[src/design/cct_pkg.sv]
`default_nettype none

package cct_pkg;

   // Parser phases.
   typedef enum logic [3:0] {
      PH_START,
      PH_NAME,
      PH_AFTER_NAME,
      PH_ARG,
      PH_BARE,
      PH_AFTER_TOK,
      PH_STR,
      PH_STR_ESC,
      PH_STR_HEX0,
      PH_STR_HEX1,
      PH_CHR_OPEN,
      PH_CHR_ESC,
      PH_CHR_HEX0,
      PH_CHR_HEX1,
      PH_CHR_CLOSE,
      PH_IDLE
   } phase_type;

   // Result kinds.
   localparam logic [1:0] KIND_BYTE  = 2'd0;
   localparam logic [1:0] KIND_END   = 2'd1;
   localparam logic [1:0] KIND_DONE  = 2'd2;
   localparam logic [1:0] KIND_ERROR = 2'd3;

   // Error codes.
   localparam logic [3:0] ERR_NONE         = 4'd0;
   localparam logic [3:0] ERR_EMPTY        = 4'd1;
   localparam logic [3:0] ERR_NO_PAREN     = 4'd2;
   localparam logic [3:0] ERR_NO_CLOSE     = 4'd3;
   localparam logic [3:0] ERR_TOO_MANY     = 4'd4;
   localparam logic [3:0] ERR_OPEN_STRING  = 4'd5;
   localparam logic [3:0] ERR_BAD_HEX      = 4'd6;
   localparam logic [3:0] ERR_EMPTY_CHAR   = 4'd7;
   localparam logic [3:0] ERR_BAD_CHAR     = 4'd8;

   // Characters with a meaning to the parser.
   localparam logic [7:0] CH_SPACE     = 8'h20;
   localparam logic [7:0] CH_TAB       = 8'h09;
   localparam logic [7:0] CH_OPEN      = 8'h28;
   localparam logic [7:0] CH_CLOSE     = 8'h29;
   localparam logic [7:0] CH_COMMA     = 8'h2C;
   localparam logic [7:0] CH_DQUOTE    = 8'h22;
   localparam logic [7:0] CH_SQUOTE    = 8'h27;
   localparam logic [7:0] CH_BACKSLASH = 8'h5C;
   localparam logic [7:0] CH_X         = 8'h78;

   localparam logic [3:0] MAX_ARGS_RESET = 4'd10;

   // One input byte causes at most this many results.
   localparam int MAX_RESULTS = 3;
   localparam int QUEUE_DEPTH = 4;
   localparam int QPTR_W      = $clog2(QUEUE_DEPTH);
   localparam int QCNT_W      = $clog2(QUEUE_DEPTH + 1);
   localparam int RCNT_W      = $clog2(MAX_RESULTS + 1);

   typedef struct packed {
      logic [1:0] kind;
      logic [7:0] data_byte;
      logic [3:0] token_index;
      logic [3:0] error_code;
      logic [4:0] arg_total;
      logic       last_of_run;
   } rsp_type;

   // All results caused by one input byte.
   typedef struct packed {
      logic [RCNT_W-1:0]               count;
      rsp_type [MAX_RESULTS-1:0]       items;
   } run_type;

   function automatic logic is_ws(input logic [7:0] c);
      return (c == CH_SPACE) || (c inside {[8'h09:8'h0D]});
   endfunction

   // Bit 4 is set when the byte is a hex digit; bits 3:0 hold its value.
   function automatic logic [4:0] hex_val(input logic [7:0] c);
      logic [4:0] r;
      r = 5'd0;
      if (c inside {["0":"9"]}) begin
         r = {1'b1, 4'(c - 8'h30)};
      end else if (c inside {["a":"f"]}) begin
         r = {1'b1, 4'(c - 8'h57)};
      end else if (c inside {["A":"F"]}) begin
         r = {1'b1, 4'(c - 8'h37)};
      end
      return r;
   endfunction

   function automatic logic [7:0] unescape(input logic [7:0] c);
      logic [7:0] r;
      case (c)
         "n":     r = 8'h0A;
         "r":     r = 8'h0D;
         "t":     r = 8'h09;
         "0":     r = 8'h00;
         default: r = c;
      endcase
      return r;
   endfunction

   function automatic rsp_type make_rsp(input logic [1:0] kind, input logic [7:0] data,
                                        input logic [3:0] err, input logic [4:0] cnt);
      rsp_type r;
      r.kind        = kind;
      r.data_byte   = (kind == KIND_BYTE) ? data : 8'd0;
      r.token_index = ((kind == KIND_BYTE || kind == KIND_END) && cnt != 5'd0)
                      ? 4'(cnt - 5'd1) : 4'd0;
      r.error_code  = err;
      r.arg_total   = (kind == KIND_DONE) ? cnt : 5'd0;
      r.last_of_run = 1'b0;
      return r;
   endfunction

endpackage

`default_nettype wire

[src/design/command_call_tokenizer.sv]
// Command line tokenizer.
// The req channel carries one byte of a command line per transfer
// (req_char_in), or an end-of-line marker (req_is_end high, byte ignored).
// The rsp channel returns token bytes, token ends, a done result with the
// token count, or an error code; rsp_last_of_run marks the last result
// caused by one input transfer. One input causes zero to two results.
// The csr channel writes max_args; csr_ready is always high, and writes are
// meant to happen only while no results are pending.
// Results are registered in a queue before they are offered on rsp.
// Throughput: one input byte per cycle while rsp is not stalled and each
// byte yields at most one result; rsp delivers one result per unstalled
// cycle, and a four-entry result queue throttles req (req_stall) when more
// than one result waits. A receiver stall holds the queue head on rsp and
// fills the queue, which then stalls req. Reset (synchronous) returns the
// parser to its start phase, empties the queue and sets max_args to 10.
`default_nettype none

module command_call_tokenizer
   import cct_pkg::*;
(
   input  wire logic       clock,
   input  wire logic       reset,
   input  wire logic       req_valid,
   output logic            req_stall,
   input  wire logic [7:0] req_char_in,
   input  wire logic       req_is_end,
   output logic            rsp_valid,
   input  wire logic       rsp_stall,
   output logic [1:0]      rsp_kind,
   output logic [7:0]      rsp_data_byte,
   output logic [3:0]      rsp_token_index,
   output logic [3:0]      rsp_error_code,
   output logic [4:0]      rsp_arg_total,
   output logic            rsp_last_of_run,
   input  wire logic       csr_valid,
   output logic            csr_ready,
   input  wire logic [3:0] csr_max_args
);

   logic [3:0] max_args_ff;
   logic       req_take;
   logic       rsp_take;
   logic       has_room;
   run_type    run;
   rsp_type    head;

   assign csr_ready = 1'b1;

   always_ff @(posedge clock) begin
      if (reset) begin
         max_args_ff <= MAX_ARGS_RESET;
      end else if (csr_valid && csr_ready) begin
         max_args_ff <= csr_max_args;
      end
   end

   assign req_stall = !has_room;
   assign req_take  = req_valid && !req_stall;
   assign rsp_take  = rsp_valid && !rsp_stall;

   cct_parser u_parser (
      .clock    (clock),
      .reset    (reset),
      .accept   (req_take),
      .char_in  (req_char_in),
      .is_end   (req_is_end),
      .max_args (max_args_ff),
      .run      (run)
   );

   cct_queue u_queue (
      .clock     (clock),
      .reset     (reset),
      .push      (req_take),
      .run       (run),
      .pop       (rsp_take),
      .head      (head),
      .not_empty (rsp_valid),
      .has_room  (has_room)
   );

   assign rsp_kind        = head.kind;
   assign rsp_data_byte   = head.data_byte;
   assign rsp_token_index = head.token_index;
   assign rsp_error_code  = head.error_code;
   assign rsp_arg_total   = head.arg_total;
   assign rsp_last_of_run = head.last_of_run;

   a_err_has_code: assert property (@(posedge clock) disable iff (reset)
      rsp_valid && rsp_kind == KIND_ERROR |-> rsp_error_code != ERR_NONE)
      else $error("error result without a code");

   a_done_is_last: assert property (@(posedge clock) disable iff (reset)
      rsp_valid && (rsp_kind == KIND_DONE || rsp_kind == KIND_ERROR) |-> rsp_last_of_run)
      else $error("done or error result not last of its run");

endmodule

`default_nettype wire

[src/design/cct_parser.sv]
`default_nettype none

module cct_parser
   import cct_pkg::*;
(
   input  wire logic       clock,
   input  wire logic       reset,
   input  wire logic       accept,
   input  wire logic [7:0] char_in,
   input  wire logic       is_end,
   input  wire logic [3:0] max_args,
   output run_type         run
);

   phase_type  phase_ff, phase_in, ph;
   logic [4:0] count_ff, count_in;
   logic [3:0] escape_ff, escape_in;
   logic       saw_open_ff, saw_open_in;
   logic [4:0] hx;
   logic       go;
   logic [RCNT_W-1:0] n;

   always_ff @(posedge clock) begin
      if (reset) begin
         phase_ff    <= PH_START;
         count_ff    <= 5'd0;
         escape_ff   <= 4'd0;
         saw_open_ff <= 1'b0;
      end else if (accept) begin
         phase_ff    <= phase_in;
         count_ff    <= count_in;
         escape_ff   <= escape_in;
         saw_open_ff <= saw_open_in;
      end
   end

   always_comb begin
      phase_in    = phase_ff;
      count_in    = count_ff;
      escape_in   = escape_ff;
      saw_open_in = saw_open_ff;
      run         = '0;
      n           = '0;
      ph          = phase_ff;
      go          = 1'b0;
      hx          = hex_val(char_in);

      if (is_end) begin
         case (phase_ff)
            PH_START: begin
               run.items[n] = make_rsp(KIND_ERROR, 8'd0, ERR_EMPTY, count_ff);
               n = n + 1'b1;
            end
            PH_NAME: begin
               run.items[n] = make_rsp(KIND_ERROR, 8'd0, ERR_NO_PAREN, count_ff);
               n = n + 1'b1;
            end
            PH_AFTER_NAME: begin
               run.items[n] = make_rsp(KIND_ERROR, 8'd0,
                                       saw_open_ff ? ERR_NO_CLOSE : ERR_NO_PAREN, count_ff);
               n = n + 1'b1;
            end
            PH_STR, PH_STR_ESC, PH_STR_HEX0, PH_STR_HEX1: begin
               run.items[n] = make_rsp(KIND_ERROR, 8'd0, ERR_OPEN_STRING, count_ff);
               n = n + 1'b1;
            end
            PH_IDLE: begin
            end
            default: begin
               run.items[n] = make_rsp(KIND_ERROR, 8'd0, ERR_NO_CLOSE, count_ff);
               n = n + 1'b1;
            end
         endcase
         phase_in    = PH_START;
         count_in    = 5'd0;
         escape_in   = 4'd0;
         saw_open_in = 1'b0;
      end else begin
         // A byte is taken up at most twice: once in its phase, and again
         // in the phase that the first pass hands it on to.
         go = 1'b1;
         for (int k = 0; k < 2; k++) begin
            if (go) begin
               go = 1'b0;
               case (ph)
                  PH_START: begin
                     if (!is_ws(char_in)) begin
                        count_in = 5'd1;
                        if (char_in == CH_OPEN) begin
                           run.items[n] = make_rsp(KIND_END, 8'd0, ERR_NONE, count_in);
                           n = n + 1'b1;
                           saw_open_in = 1'b1;
                           phase_in    = PH_AFTER_NAME;
                        end else begin
                           run.items[n] = make_rsp(KIND_BYTE, char_in, ERR_NONE, count_in);
                           n = n + 1'b1;
                           phase_in = PH_NAME;
                        end
                     end
                  end
                  PH_NAME: begin
                     if (char_in == CH_SPACE || char_in == CH_TAB || char_in == CH_OPEN) begin
                        run.items[n] = make_rsp(KIND_END, 8'd0, ERR_NONE, count_in);
                        n = n + 1'b1;
                        saw_open_in = (char_in == CH_OPEN);
                        phase_in    = PH_AFTER_NAME;
                     end else begin
                        run.items[n] = make_rsp(KIND_BYTE, char_in, ERR_NONE, count_in);
                        n = n + 1'b1;
                     end
                  end
                  PH_AFTER_NAME: begin
                     if (!is_ws(char_in)) begin
                        if (char_in == CH_OPEN) begin
                           phase_in = PH_ARG;
                        end else if (!saw_open_in) begin
                           run.items[n] = make_rsp(KIND_ERROR, 8'd0, ERR_NO_PAREN, count_in);
                           n = n + 1'b1;
                           phase_in = PH_IDLE;
                        end else begin
                           phase_in = PH_ARG;
                           go       = 1'b1;
                        end
                     end
                  end
                  PH_ARG: begin
                     if (is_ws(char_in)) begin
                     end else if (char_in == CH_CLOSE) begin
                        run.items[n] = make_rsp(KIND_DONE, 8'd0, ERR_NONE, count_in);
                        n = n + 1'b1;
                        phase_in = PH_IDLE;
                     end else if (count_in > {1'b0, max_args}) begin
                        run.items[n] = make_rsp(KIND_ERROR, 8'd0, ERR_TOO_MANY, count_in);
                        n = n + 1'b1;
                        phase_in = PH_IDLE;
                     end else begin
                        count_in = count_in + 5'd1;
                        if (char_in == CH_DQUOTE) begin
                           phase_in = PH_STR;
                        end else if (char_in == CH_SQUOTE) begin
                           phase_in = PH_CHR_OPEN;
                        end else if (char_in == CH_COMMA) begin
                           run.items[n] = make_rsp(KIND_END, 8'd0, ERR_NONE, count_in);
                           n = n + 1'b1;
                        end else begin
                           run.items[n] = make_rsp(KIND_BYTE, char_in, ERR_NONE, count_in);
                           n = n + 1'b1;
                           phase_in = PH_BARE;
                        end
                     end
                  end
                  PH_BARE: begin
                     if (char_in == CH_SPACE || char_in == CH_TAB) begin
                        run.items[n] = make_rsp(KIND_END, 8'd0, ERR_NONE, count_in);
                        n = n + 1'b1;
                        phase_in = PH_AFTER_TOK;
                     end else if (char_in == CH_COMMA) begin
                        run.items[n] = make_rsp(KIND_END, 8'd0, ERR_NONE, count_in);
                        n = n + 1'b1;
                        phase_in = PH_ARG;
                     end else if (char_in == CH_CLOSE) begin
                        run.items[n] = make_rsp(KIND_END, 8'd0, ERR_NONE, count_in);
                        n = n + 1'b1;
                        run.items[n] = make_rsp(KIND_DONE, 8'd0, ERR_NONE, count_in);
                        n = n + 1'b1;
                        phase_in = PH_IDLE;
                     end else begin
                        run.items[n] = make_rsp(KIND_BYTE, char_in, ERR_NONE, count_in);
                        n = n + 1'b1;
                     end
                  end
                  PH_AFTER_TOK: begin
                     if (!is_ws(char_in)) begin
                        phase_in = PH_ARG;
                        go       = (char_in != CH_COMMA);
                     end
                  end
                  PH_STR: begin
                     if (char_in == CH_DQUOTE) begin
                        run.items[n] = make_rsp(KIND_END, 8'd0, ERR_NONE, count_in);
                        n = n + 1'b1;
                        phase_in = PH_AFTER_TOK;
                     end else if (char_in == CH_BACKSLASH) begin
                        phase_in = PH_STR_ESC;
                     end else begin
                        run.items[n] = make_rsp(KIND_BYTE, char_in, ERR_NONE, count_in);
                        n = n + 1'b1;
                     end
                  end
                  PH_STR_ESC: begin
                     if (char_in == CH_X) begin
                        phase_in = PH_STR_HEX0;
                     end else begin
                        run.items[n] = make_rsp(KIND_BYTE, unescape(char_in), ERR_NONE,
                                                count_in);
                        n = n + 1'b1;
                        phase_in = PH_STR;
                     end
                  end
                  PH_STR_HEX0, PH_CHR_HEX0: begin
                     if (!hx[4]) begin
                        run.items[n] = make_rsp(KIND_ERROR, 8'd0, ERR_BAD_HEX, count_in);
                        n = n + 1'b1;
                        phase_in = PH_IDLE;
                     end else begin
                        escape_in = hx[3:0];
                        phase_in  = (ph == PH_STR_HEX0) ? PH_STR_HEX1 : PH_CHR_HEX1;
                     end
                  end
                  PH_STR_HEX1: begin
                     phase_in = PH_STR;
                     if (hx[4]) begin
                        run.items[n] = make_rsp(KIND_BYTE, {escape_in, hx[3:0]}, ERR_NONE,
                                                count_in);
                        n = n + 1'b1;
                     end else begin
                        // One hex digit only: the byte is read again as string text.
                        run.items[n] = make_rsp(KIND_BYTE, {4'd0, escape_in}, ERR_NONE,
                                                count_in);
                        n = n + 1'b1;
                        go = 1'b1;
                     end
                  end
                  PH_CHR_OPEN: begin
                     if (char_in == CH_SQUOTE) begin
                        run.items[n] = make_rsp(KIND_ERROR, 8'd0, ERR_EMPTY_CHAR, count_in);
                        n = n + 1'b1;
                        phase_in = PH_IDLE;
                     end else if (char_in == CH_BACKSLASH) begin
                        phase_in = PH_CHR_ESC;
                     end else begin
                        run.items[n] = make_rsp(KIND_BYTE, char_in, ERR_NONE, count_in);
                        n = n + 1'b1;
                        phase_in = PH_CHR_CLOSE;
                     end
                  end
                  PH_CHR_ESC: begin
                     if (char_in == CH_X) begin
                        phase_in = PH_CHR_HEX0;
                     end else begin
                        run.items[n] = make_rsp(KIND_BYTE, unescape(char_in), ERR_NONE,
                                                count_in);
                        n = n + 1'b1;
                        phase_in = PH_CHR_CLOSE;
                     end
                  end
                  PH_CHR_HEX1: begin
                     if (hx[4]) begin
                        run.items[n] = make_rsp(KIND_BYTE, {escape_in, hx[3:0]}, ERR_NONE,
                                                count_in);
                        n = n + 1'b1;
                        phase_in = PH_CHR_CLOSE;
                     end else if (char_in == CH_SQUOTE) begin
                        run.items[n] = make_rsp(KIND_BYTE, {4'd0, escape_in}, ERR_NONE,
                                                count_in);
                        n = n + 1'b1;
                        run.items[n] = make_rsp(KIND_END, 8'd0, ERR_NONE, count_in);
                        n = n + 1'b1;
                        phase_in = PH_AFTER_TOK;
                     end else begin
                        run.items[n] = make_rsp(KIND_ERROR, 8'd0, ERR_BAD_CHAR, count_in);
                        n = n + 1'b1;
                        phase_in = PH_IDLE;
                     end
                  end
                  PH_CHR_CLOSE: begin
                     if (char_in == CH_SQUOTE) begin
                        run.items[n] = make_rsp(KIND_END, 8'd0, ERR_NONE, count_in);
                        n = n + 1'b1;
                        phase_in = PH_AFTER_TOK;
                     end else begin
                        run.items[n] = make_rsp(KIND_ERROR, 8'd0, ERR_BAD_CHAR, count_in);
                        n = n + 1'b1;
                        phase_in = PH_IDLE;
                     end
                  end
                  default: begin
                  end
               endcase
               ph = phase_in;
            end
         end
      end

      if (n != '0) begin
         run.items[n - 1'b1].last_of_run = 1'b1;
      end
      run.count = n;
   end

   // An end marker always brings the parser back to the start of a line.
   a_end_restarts: assert property (@(posedge clock) disable iff (reset)
      accept && is_end |=> phase_ff == PH_START && count_ff == 5'd0)
      else $error("end marker did not restart the parser");

   // Token count never goes past the name plus fifteen arguments.
   a_count_range: assert property (@(posedge clock) disable iff (reset)
      count_ff <= 5'd16)
      else $error("token count out of range");

endmodule

`default_nettype wire

[src/design/cct_queue.sv]
`default_nettype none

module cct_queue
   import cct_pkg::*;
(
   input  wire logic      clock,
   input  wire logic      reset,
   input  wire logic      push,
   input  wire run_type   run,
   input  wire logic      pop,
   output rsp_type        head,
   output logic           not_empty,
   output logic           has_room
);

   rsp_type           entry_ff [QUEUE_DEPTH];
   logic [QPTR_W-1:0] wr_ptr_ff, wr_ptr_in;
   logic [QPTR_W-1:0] rd_ptr_ff, rd_ptr_in;
   logic [QCNT_W-1:0] count_ff, count_in;
   logic [QCNT_W-1:0] push_n;

   assign push_n    = push ? QCNT_W'(run.count) : '0;
   assign wr_ptr_in = wr_ptr_ff + QPTR_W'(push_n);
   assign rd_ptr_in = rd_ptr_ff + QPTR_W'(pop);
   assign count_in  = count_ff + push_n - QCNT_W'(pop);

   assign head      = entry_ff[rd_ptr_ff];
   assign not_empty = (count_ff != '0);
   // Room for a full run of results, whatever leaves this cycle.
   assign has_room  = (count_ff <= QCNT_W'(QUEUE_DEPTH - MAX_RESULTS));

   always_ff @(posedge clock) begin
      if (reset) begin
         wr_ptr_ff <= '0;
         rd_ptr_ff <= '0;
         count_ff  <= '0;
      end else begin
         wr_ptr_ff <= wr_ptr_in;
         rd_ptr_ff <= rd_ptr_in;
         count_ff  <= count_in;
      end
   end

   always_ff @(posedge clock) begin
      for (int i = 0; i < MAX_RESULTS; i++) begin
         if (push && QCNT_W'(i) < push_n) begin
            entry_ff[wr_ptr_ff + QPTR_W'(i)] <= run.items[i];
         end
      end
   end

   a_no_overflow: assert property (@(posedge clock) disable iff (reset)
      push |-> count_ff + push_n <= QCNT_W'(QUEUE_DEPTH))
      else $error("result queue overflow");

   a_no_underflow: assert property (@(posedge clock) disable iff (reset)
      pop |-> count_ff != '0)
      else $error("result queue underflow");

endmodule

`default_nettype wire

[config.mk]
export PLATFORM = sky130hd
export DESIGN_NAME = command_call_tokenizer
export DESIGN_NICKNAME = d
export VERILOG_FILES = /design/src/design/cct_pkg.sv /design/src/design/command_call_tokenizer.sv /design/src/design/cct_parser.sv /design/src/design/cct_queue.sv
export SDC_FILE = /design/constraint.sdc
export NUM_CORES = 1
export LEC_CHECK = 0
export ABC_CLOCK_PERIOD_IN_PS = 12800
export BUFFER_PORTS_ARGS = -buffer_cell sky130_fd_sc_hd__buf_2
export CAP_MARGIN = 15
export CELL_PAD_IN_SITES_DETAIL_PLACEMENT = 0
export CELL_PAD_IN_SITES_GLOBAL_PLACEMENT = 1
export CORE_MARGIN = 1
export CORE_UTILIZATION = 52
export CTS_CLUSTER_DIAMETER = 150
export DETAILED_ROUTE_END_ITERATION = 16
export PLACE_DENSITY_LB_ADDON = 0.1
export SYNTH_ARGS = -nofsm -noshare
export SYNTH_HDL_FRONTEND = slang
export SYNTH_SLANG_ARGS = --single-unit
[constraint.sdc]
create_clock -name clock -period 12.8 [get_ports clock]
set_input_delay 1.28 -clock clock [delete_from_list [all_inputs] [get_ports clock]]
set_output_delay 1.28 -clock clock [all_outputs]
set_load 0.05 [all_outputs]
**After elaboration in Yosys (flattened, before gate mapping)**

Memories as Yosys holds them, arrays and structs flattened. A register that Yosys moved wholly into a read port is not among the register bits.
Index checks and enable logic that the tools add are counted.

- Bits in writable memories: 96
- Input port bits: 18
- Memories: 1
- Output and inout port bits: 27
- Register bits: 25
- Logic and storage cells: 382

Memory list:

| memory | depth | width | rd ports | clocked after Yosys merged registers in | write ports | line | RTL |
|---|---|---|---|---|---|---|---|
| u_queue.entry_ff | 4 | 24 | 1 | 1 | 2 | cct_queue.sv:16 | `rsp_type entry_ff [QUEUE_DEPTH];` |

- $lt $le $gt $ge: 20
- Bitwise logic cells: 18
- Multiplexer cells: 241
- $add $sub $neg: 18
- Reduce and logical (&&, ||, !) cells: 33
- Equality and inequality tests: 43

Operators by type and width:

| kind | count |
|---|---|
| $mux 72 | 27 |
| $bwmux 72 | 13 |
| $pmux 72 s13 | 1 |
| $mux 24 | 25 |
| $pmux 24 s12 | 1 |
| $mux 4 | 54 |
| $and 42x63->63 | 3 |
| $not 63->63 | 3 |
| $demux 24 s2 | 3 |
| $pmux 24 s5 | 1 |
| $mux 23 | 5 |
| $pmux 4 s14 | 2 |
| $mux 48 | 2 |
| $mux 2 | 39 |
| $mux 5 | 14 |
| $and 46x69->69 | 1 |
| $not 69->69 | 1 |
| $mux 22 | 3 |
| $and 40x60->60 | 1 |
| $eq 4x4->1 const B | 15 |
| $not 60->60 | 1 |
| $and 38x57->57 | 1 |
| $not 57->57 | 1 |
| $eq 8x6->1 const B | 7 |
| other kinds (52) | 149 |

**Longest topological paths before layout**

- Word-level depth: 25
- Gate-level depth with buffers: 28
- Mapped depth without buffers: 24

**Cells and area by module**

A second synthesis with hierarchy kept.

- Cell total of the unflattened synthesis: 1290
- Area total of the unflattened synthesis: 12274.3 µm²

By module, submodules not included:

| module | cells each | area an instance (µm²) | seq. area each (µm²) | instances |
|---|---|---|---|---|
| cct_queue | 398 | 6575.1 | 3022.9 | 1 |
| cct_parser | 875 | 5534.1 | 280.3 | 1 |
| command_call_tokenizer | 17 | 165.2 | 80.1 | 1 |

**Worst setup path after synthesis**

OpenSTA, ideal clock, no wires.

- Path kind: input-to-reg
- Start: in req_char_in[1]
- End: mem u_queue.entry_ff[2][0] (netlist name), enable pin
- Arrival: 6.829 ns
- Slack: 5.551 ns
- Setup time: 0.420 ns
- Path buffers: 3
- Cell stages on the path: 22
- Required time: 12.380 ns
- Path through: clkbuf_1 > inv_1 > ha_1 > buf_2 > a21o_1 > a211oi_1 > o21ai_0 > clkbuf_1 > nor3_1 > o21a_1 > inv_1 > ha_1 > and2_1 > o21ai_0 > a32o_1 > o211ai_1 > o21ai_1 > o21ai_1 > a211oi_1 > nor2_1 > o211ai_1 > a31oi_1

RTL lines:

| item | line | RTL |
|---|---|---|
| start, declared | command_call_tokenizer.sv:25 | `input wire logic [7:0] req_char_in,` |
| end, declared | cct_queue.sv:16 |  |

==> metrics.md <==
| Metric | Value |
|---|---|
| Final cell count without fillers | 1,613 |
| Placed cell count | 1,581 |
| CTS sink cnt | 121 |
| Die footprint | 22,330 um2 |
| Final setup viols | 0 |
| Adder-cell share of the synthesized area | 0.03255 |
| Largest family of logic cells by synthesized area | compound AO/OA/AOI/OAI gates |
| Post-synth EDFFs | 96 |
| Outcome | finished clean |
| VDD IR max | 0.08939 mV |
| Global-route wire length before repair | 65,980 um |
| Final nets | 1,371 |
| P&R area growth vs syn | 8.723% |
| Max cap viols | 0 |
| XOR/XNOR share of the synthesized area | 0.01627 |
| Pwr Density | 128.6 nW/um2 |
| Root Buffer | clkbuf_16 |
| Critical path's most frequent cell | o21ai_1 |
| Syn_area_per_cell | 8.441 um2 |
| Largest net degree at the start of global routing | 40 |
| WP data required | 12,920 ps |
| Clock-pin slew on the worst setup and hold paths | 60 ps |
| Clock share of power | 0.310 |
| Placement Cell Area | 11,700 um2 |
| Yosys warning count | 0 |
| Crit path kind | primary input to flop |
| Internal Power | 0.9510 mW |
| Post-route ant nets | 0 |
| Comb pwr share | 0.365 |
| Critical Path Start Type | primary input |
| CP top delay family | compound AO/OA/AOI/OAI gates |
| Final Hold Fails | 0 |
| # port buffers | 43 |
| Slowest stage delay, CP | 940 ps |
| Hold Buf Count CTS | 0 |
| Cts repair resizes | 0 |
| Worst-Margin Slew | 1119 ps |
| Skew-Pair Late Insertion Delay | 430 ps |
| Cts bufs inserted | 17 |
| Critical-path top delay cell | nor3b_4 |
| Vias | 11,625 |
| Post-Synthesis Cell Area | 11,300 um2 |
| Hold Path Class | flop to flop |
| Grt ovf | 0 |
| Fin crit share | 0.5942 |
| Total GRT Usage | 0.3914 |
| Post-CTS Setup Inserts | 0 |
| RSZ-0062 raised after global routing | false |
| Die width | 149.4 um |
| Lkg Pwr | 4.150 nW |
| Worst clock skew | 20.14 ps |
| HPWL Detailed | 31,500 um |
| Prevailing post-synth register cell | edfxtp_1 |
| Synth Net Count | 1,385 |
| Max frequency | 131.5 MHz |
| Compound-Gate Fraction of Synth Area | 0.2733 |
| P_sw | 0.6298 mW |
| #FFs+latches synth | 121 |
| CP Cell Sequence | buf_2 > inv_1 > ha_1 > a21o_1 > a211o_1 > a21oi_1 > a21oi_1 > o21ai_1 > inv_1 > ha_1 > and2_1 > o21ai_0 > a32o_1 > o211ai_1 > o21ai_1 > o21ai_1 > a211o_2 > nand3_2 > nor3b_4 > a22oi_1 |
| Core ar. | 21,150 um2 |
| Wire per inst | 26.86 um |
| Initial Utilization | 0.5343 |
| N_diodes | 0 |
| FP Rows | 53 |
| Top-area cell type share of the netlist area | 0.2551 |
| I/O Pins | 45 |
| Max H-tree Level | 4 |
| Distinct cells, synth | 101 |
| Die height | 149.4 um |
| WL final | 43,330 um |
| Asr flop ratio synth | 0 |
| Aggregate negative setup slack | 0 ps |
| Sequential area share after synthesis | 0.2993 |
| Slew margin rel. | 0.2473 |
| Critical Path Sink Type | flop |
| Post-route DRC | 0 |
| Antenna violations before repair | 1 |
| Vias in the first global route | 10,780 |
| Fin crit period | 7606 ps |
| Reg power frac | 0.325 |
| CTS tree | yes |
| Detailed-router iteration count before antenna repair | 5 |
| Critical Path AT | 7730 ps |
| Synth area leaders | edfxtp_1 (26%), a21oi_1 (5.3%), mux2i_1 (5.0%) |
| Share of cells above drive strength 1 | 0.1360 |
| Multiplexer area fraction after synthesis | 0.1034 |
| Buf/Inv on CP | 3 |
| Fillcell total | 1,914 |
| Vias per cell | 7.207 |
| Cell area after layout | 12,290 um2 |
| Synthesized instance count | 1,339 |
| Final Slew Violations | 0 |
| RePlAce Congestion | 1.038 |
| Switching Share | 0.3984 |
| CP max FO | 20 |
| Area leader, netlist | edfxtp_1 |
| 1st-iter DRT viols | 1,518 |
| Simple-gate area share of the yosys netlist | 0.2193 |
| Maximum root-to-sink buffer count | 2 |
==> sequential cells by signal, indices dropped and copies added (netlist names) <==
| register | flops |
|---|---|
| max_args_ff | 4 |
| u_parser.count_ff | 5 |
| u_parser.escape_ff | 4 |
| u_parser.phase_ff | 4 |
| u_parser.saw_open_ff | 1 |
| u_queue.count_ff | 3 |
| u_queue.entry_ff | 96 |
| u_queue.rd_ptr_ff | 2 |
| u_queue.wr_ptr_ff | 2 |
==> Yosys cell counts (10+ instances only) <==
cell type / n
buf_2: 30
nor3_1: 46
mux4_2: 24
nand4_1: 21
nand3_1: 51
a211oi_1: 21
a21o_1: 10
ha_1: 27
xnor2_1: 21
o211ai_1: 26
edfxtp_1: 96
nor4_1: 21
o31ai_1: 20
nand2b_1: 12
mux2i_1: 56
clkbuf_1: 74
inv_1: 37
or3_1: 13
o21ai_0: 73
nor2_1: 97
nand2_1: 119
o21ai_1: 15
dfxtp_1: 25
a21oi_1: 120
a31oi_1: 17
a22oi_1: 27
nor2b_1: 18
==> cell usage in the layout (no fill, tap or decap), types with 38 or more instances in the layout <==
master and instances:
nand2_1 119, a21oi_1 118, nor2_1 97, edfxtp_1 96, o21ai_0 73, mux2i_1 56, nand3_1 51, nor3_1 45
buf_2 43, buf_4 38
==> metal layers <==
metal,GRT usage,wire length (um),vias to the layer above
met3,0.07713,4282,141
met2,0.5887,18980,759
met4,0.1908,2042,0
met1,0.5346,18020,5553
met5,0,0,-
li1,-,-,5172
==> power groups by stage <==
stage | clock network (mW) | registers [mW] | logic (mW)
after floorplan | 0 | 0.496 | 0.451
after global placement | 0 | 0.521 | 0.566
after detailed placement | 0 | 0.523 | 0.569
after CTS | 0.492 | 0.515 | 0.571
after global routing | 0.508 | 0.522 | 0.612
final | 0.489 | 0.514 | 0.577
==> metrics by stage <==
stage          setup WS [ps]  power [mW]  hold slack [ps]  utilization
2_1_floorplan           5551      0.9472            460.4            -
3_3_place_gp            5028       1.087            481.2       0.5530
3_5_place_dp            4927       1.092            491.9       0.5530
4_1_cts                 5351       1.579            506.8       0.5809
5_1_grt                 4782       1.642            543.3       0.5809
6_report                5194       1.581            497.8       0.5809
==> cell families (layout without fill, tap and decap cells) <==
group | Yosys count | after routing
compound gates | 455 | 455
buf+inv | 152 | 151
other cells | 1 | 1
xor+xnor | 21 | 21
fa+ha+maj | 29 | 29
flops | 121 | 121
mux | 86 | 86
simple gates | 474 | 474
==> final cells by class <==
cell class	count	area (um2)	area share
inverter	38	142.6	0.01161
sequential	121	3385	0.2754
clock buffer	19	442.9	0.03605
multi-input combinational	1066	7327	0.5963
timing repair buffer	81	500.5	0.04073
tap	275	344.1	0.02800
clock inverter	13	146.4	0.01191
==> path summary, 6_finish.rpt <==
kind	endpoint	slack, ps	from	depth (start not counted)
hold / removal	max_args_ff[2]	500	max_args_ff[2]	2
setup reg to reg	u_queue.entry_ff[2][10]	5910	u_parser.count_ff[0]	18
hold reg to reg	max_args_ff[2]	500	max_args_ff[2]	2
setup / recovery	u_queue.entry_ff[2][10]	5190	req_char_in[0]	20
==> tightest hold or removal path, delay by kind of cell, from the launching register on <==
| kind | cells | cell delay, ps |
|---|---|---|
| flip-flops | 1 | 330 |
| AND/OR/NAND/NOR | 1 | 70 |
| multiplexers | 1 | 60 |
No activity file was read; power rests on OpenSTA's default activity.
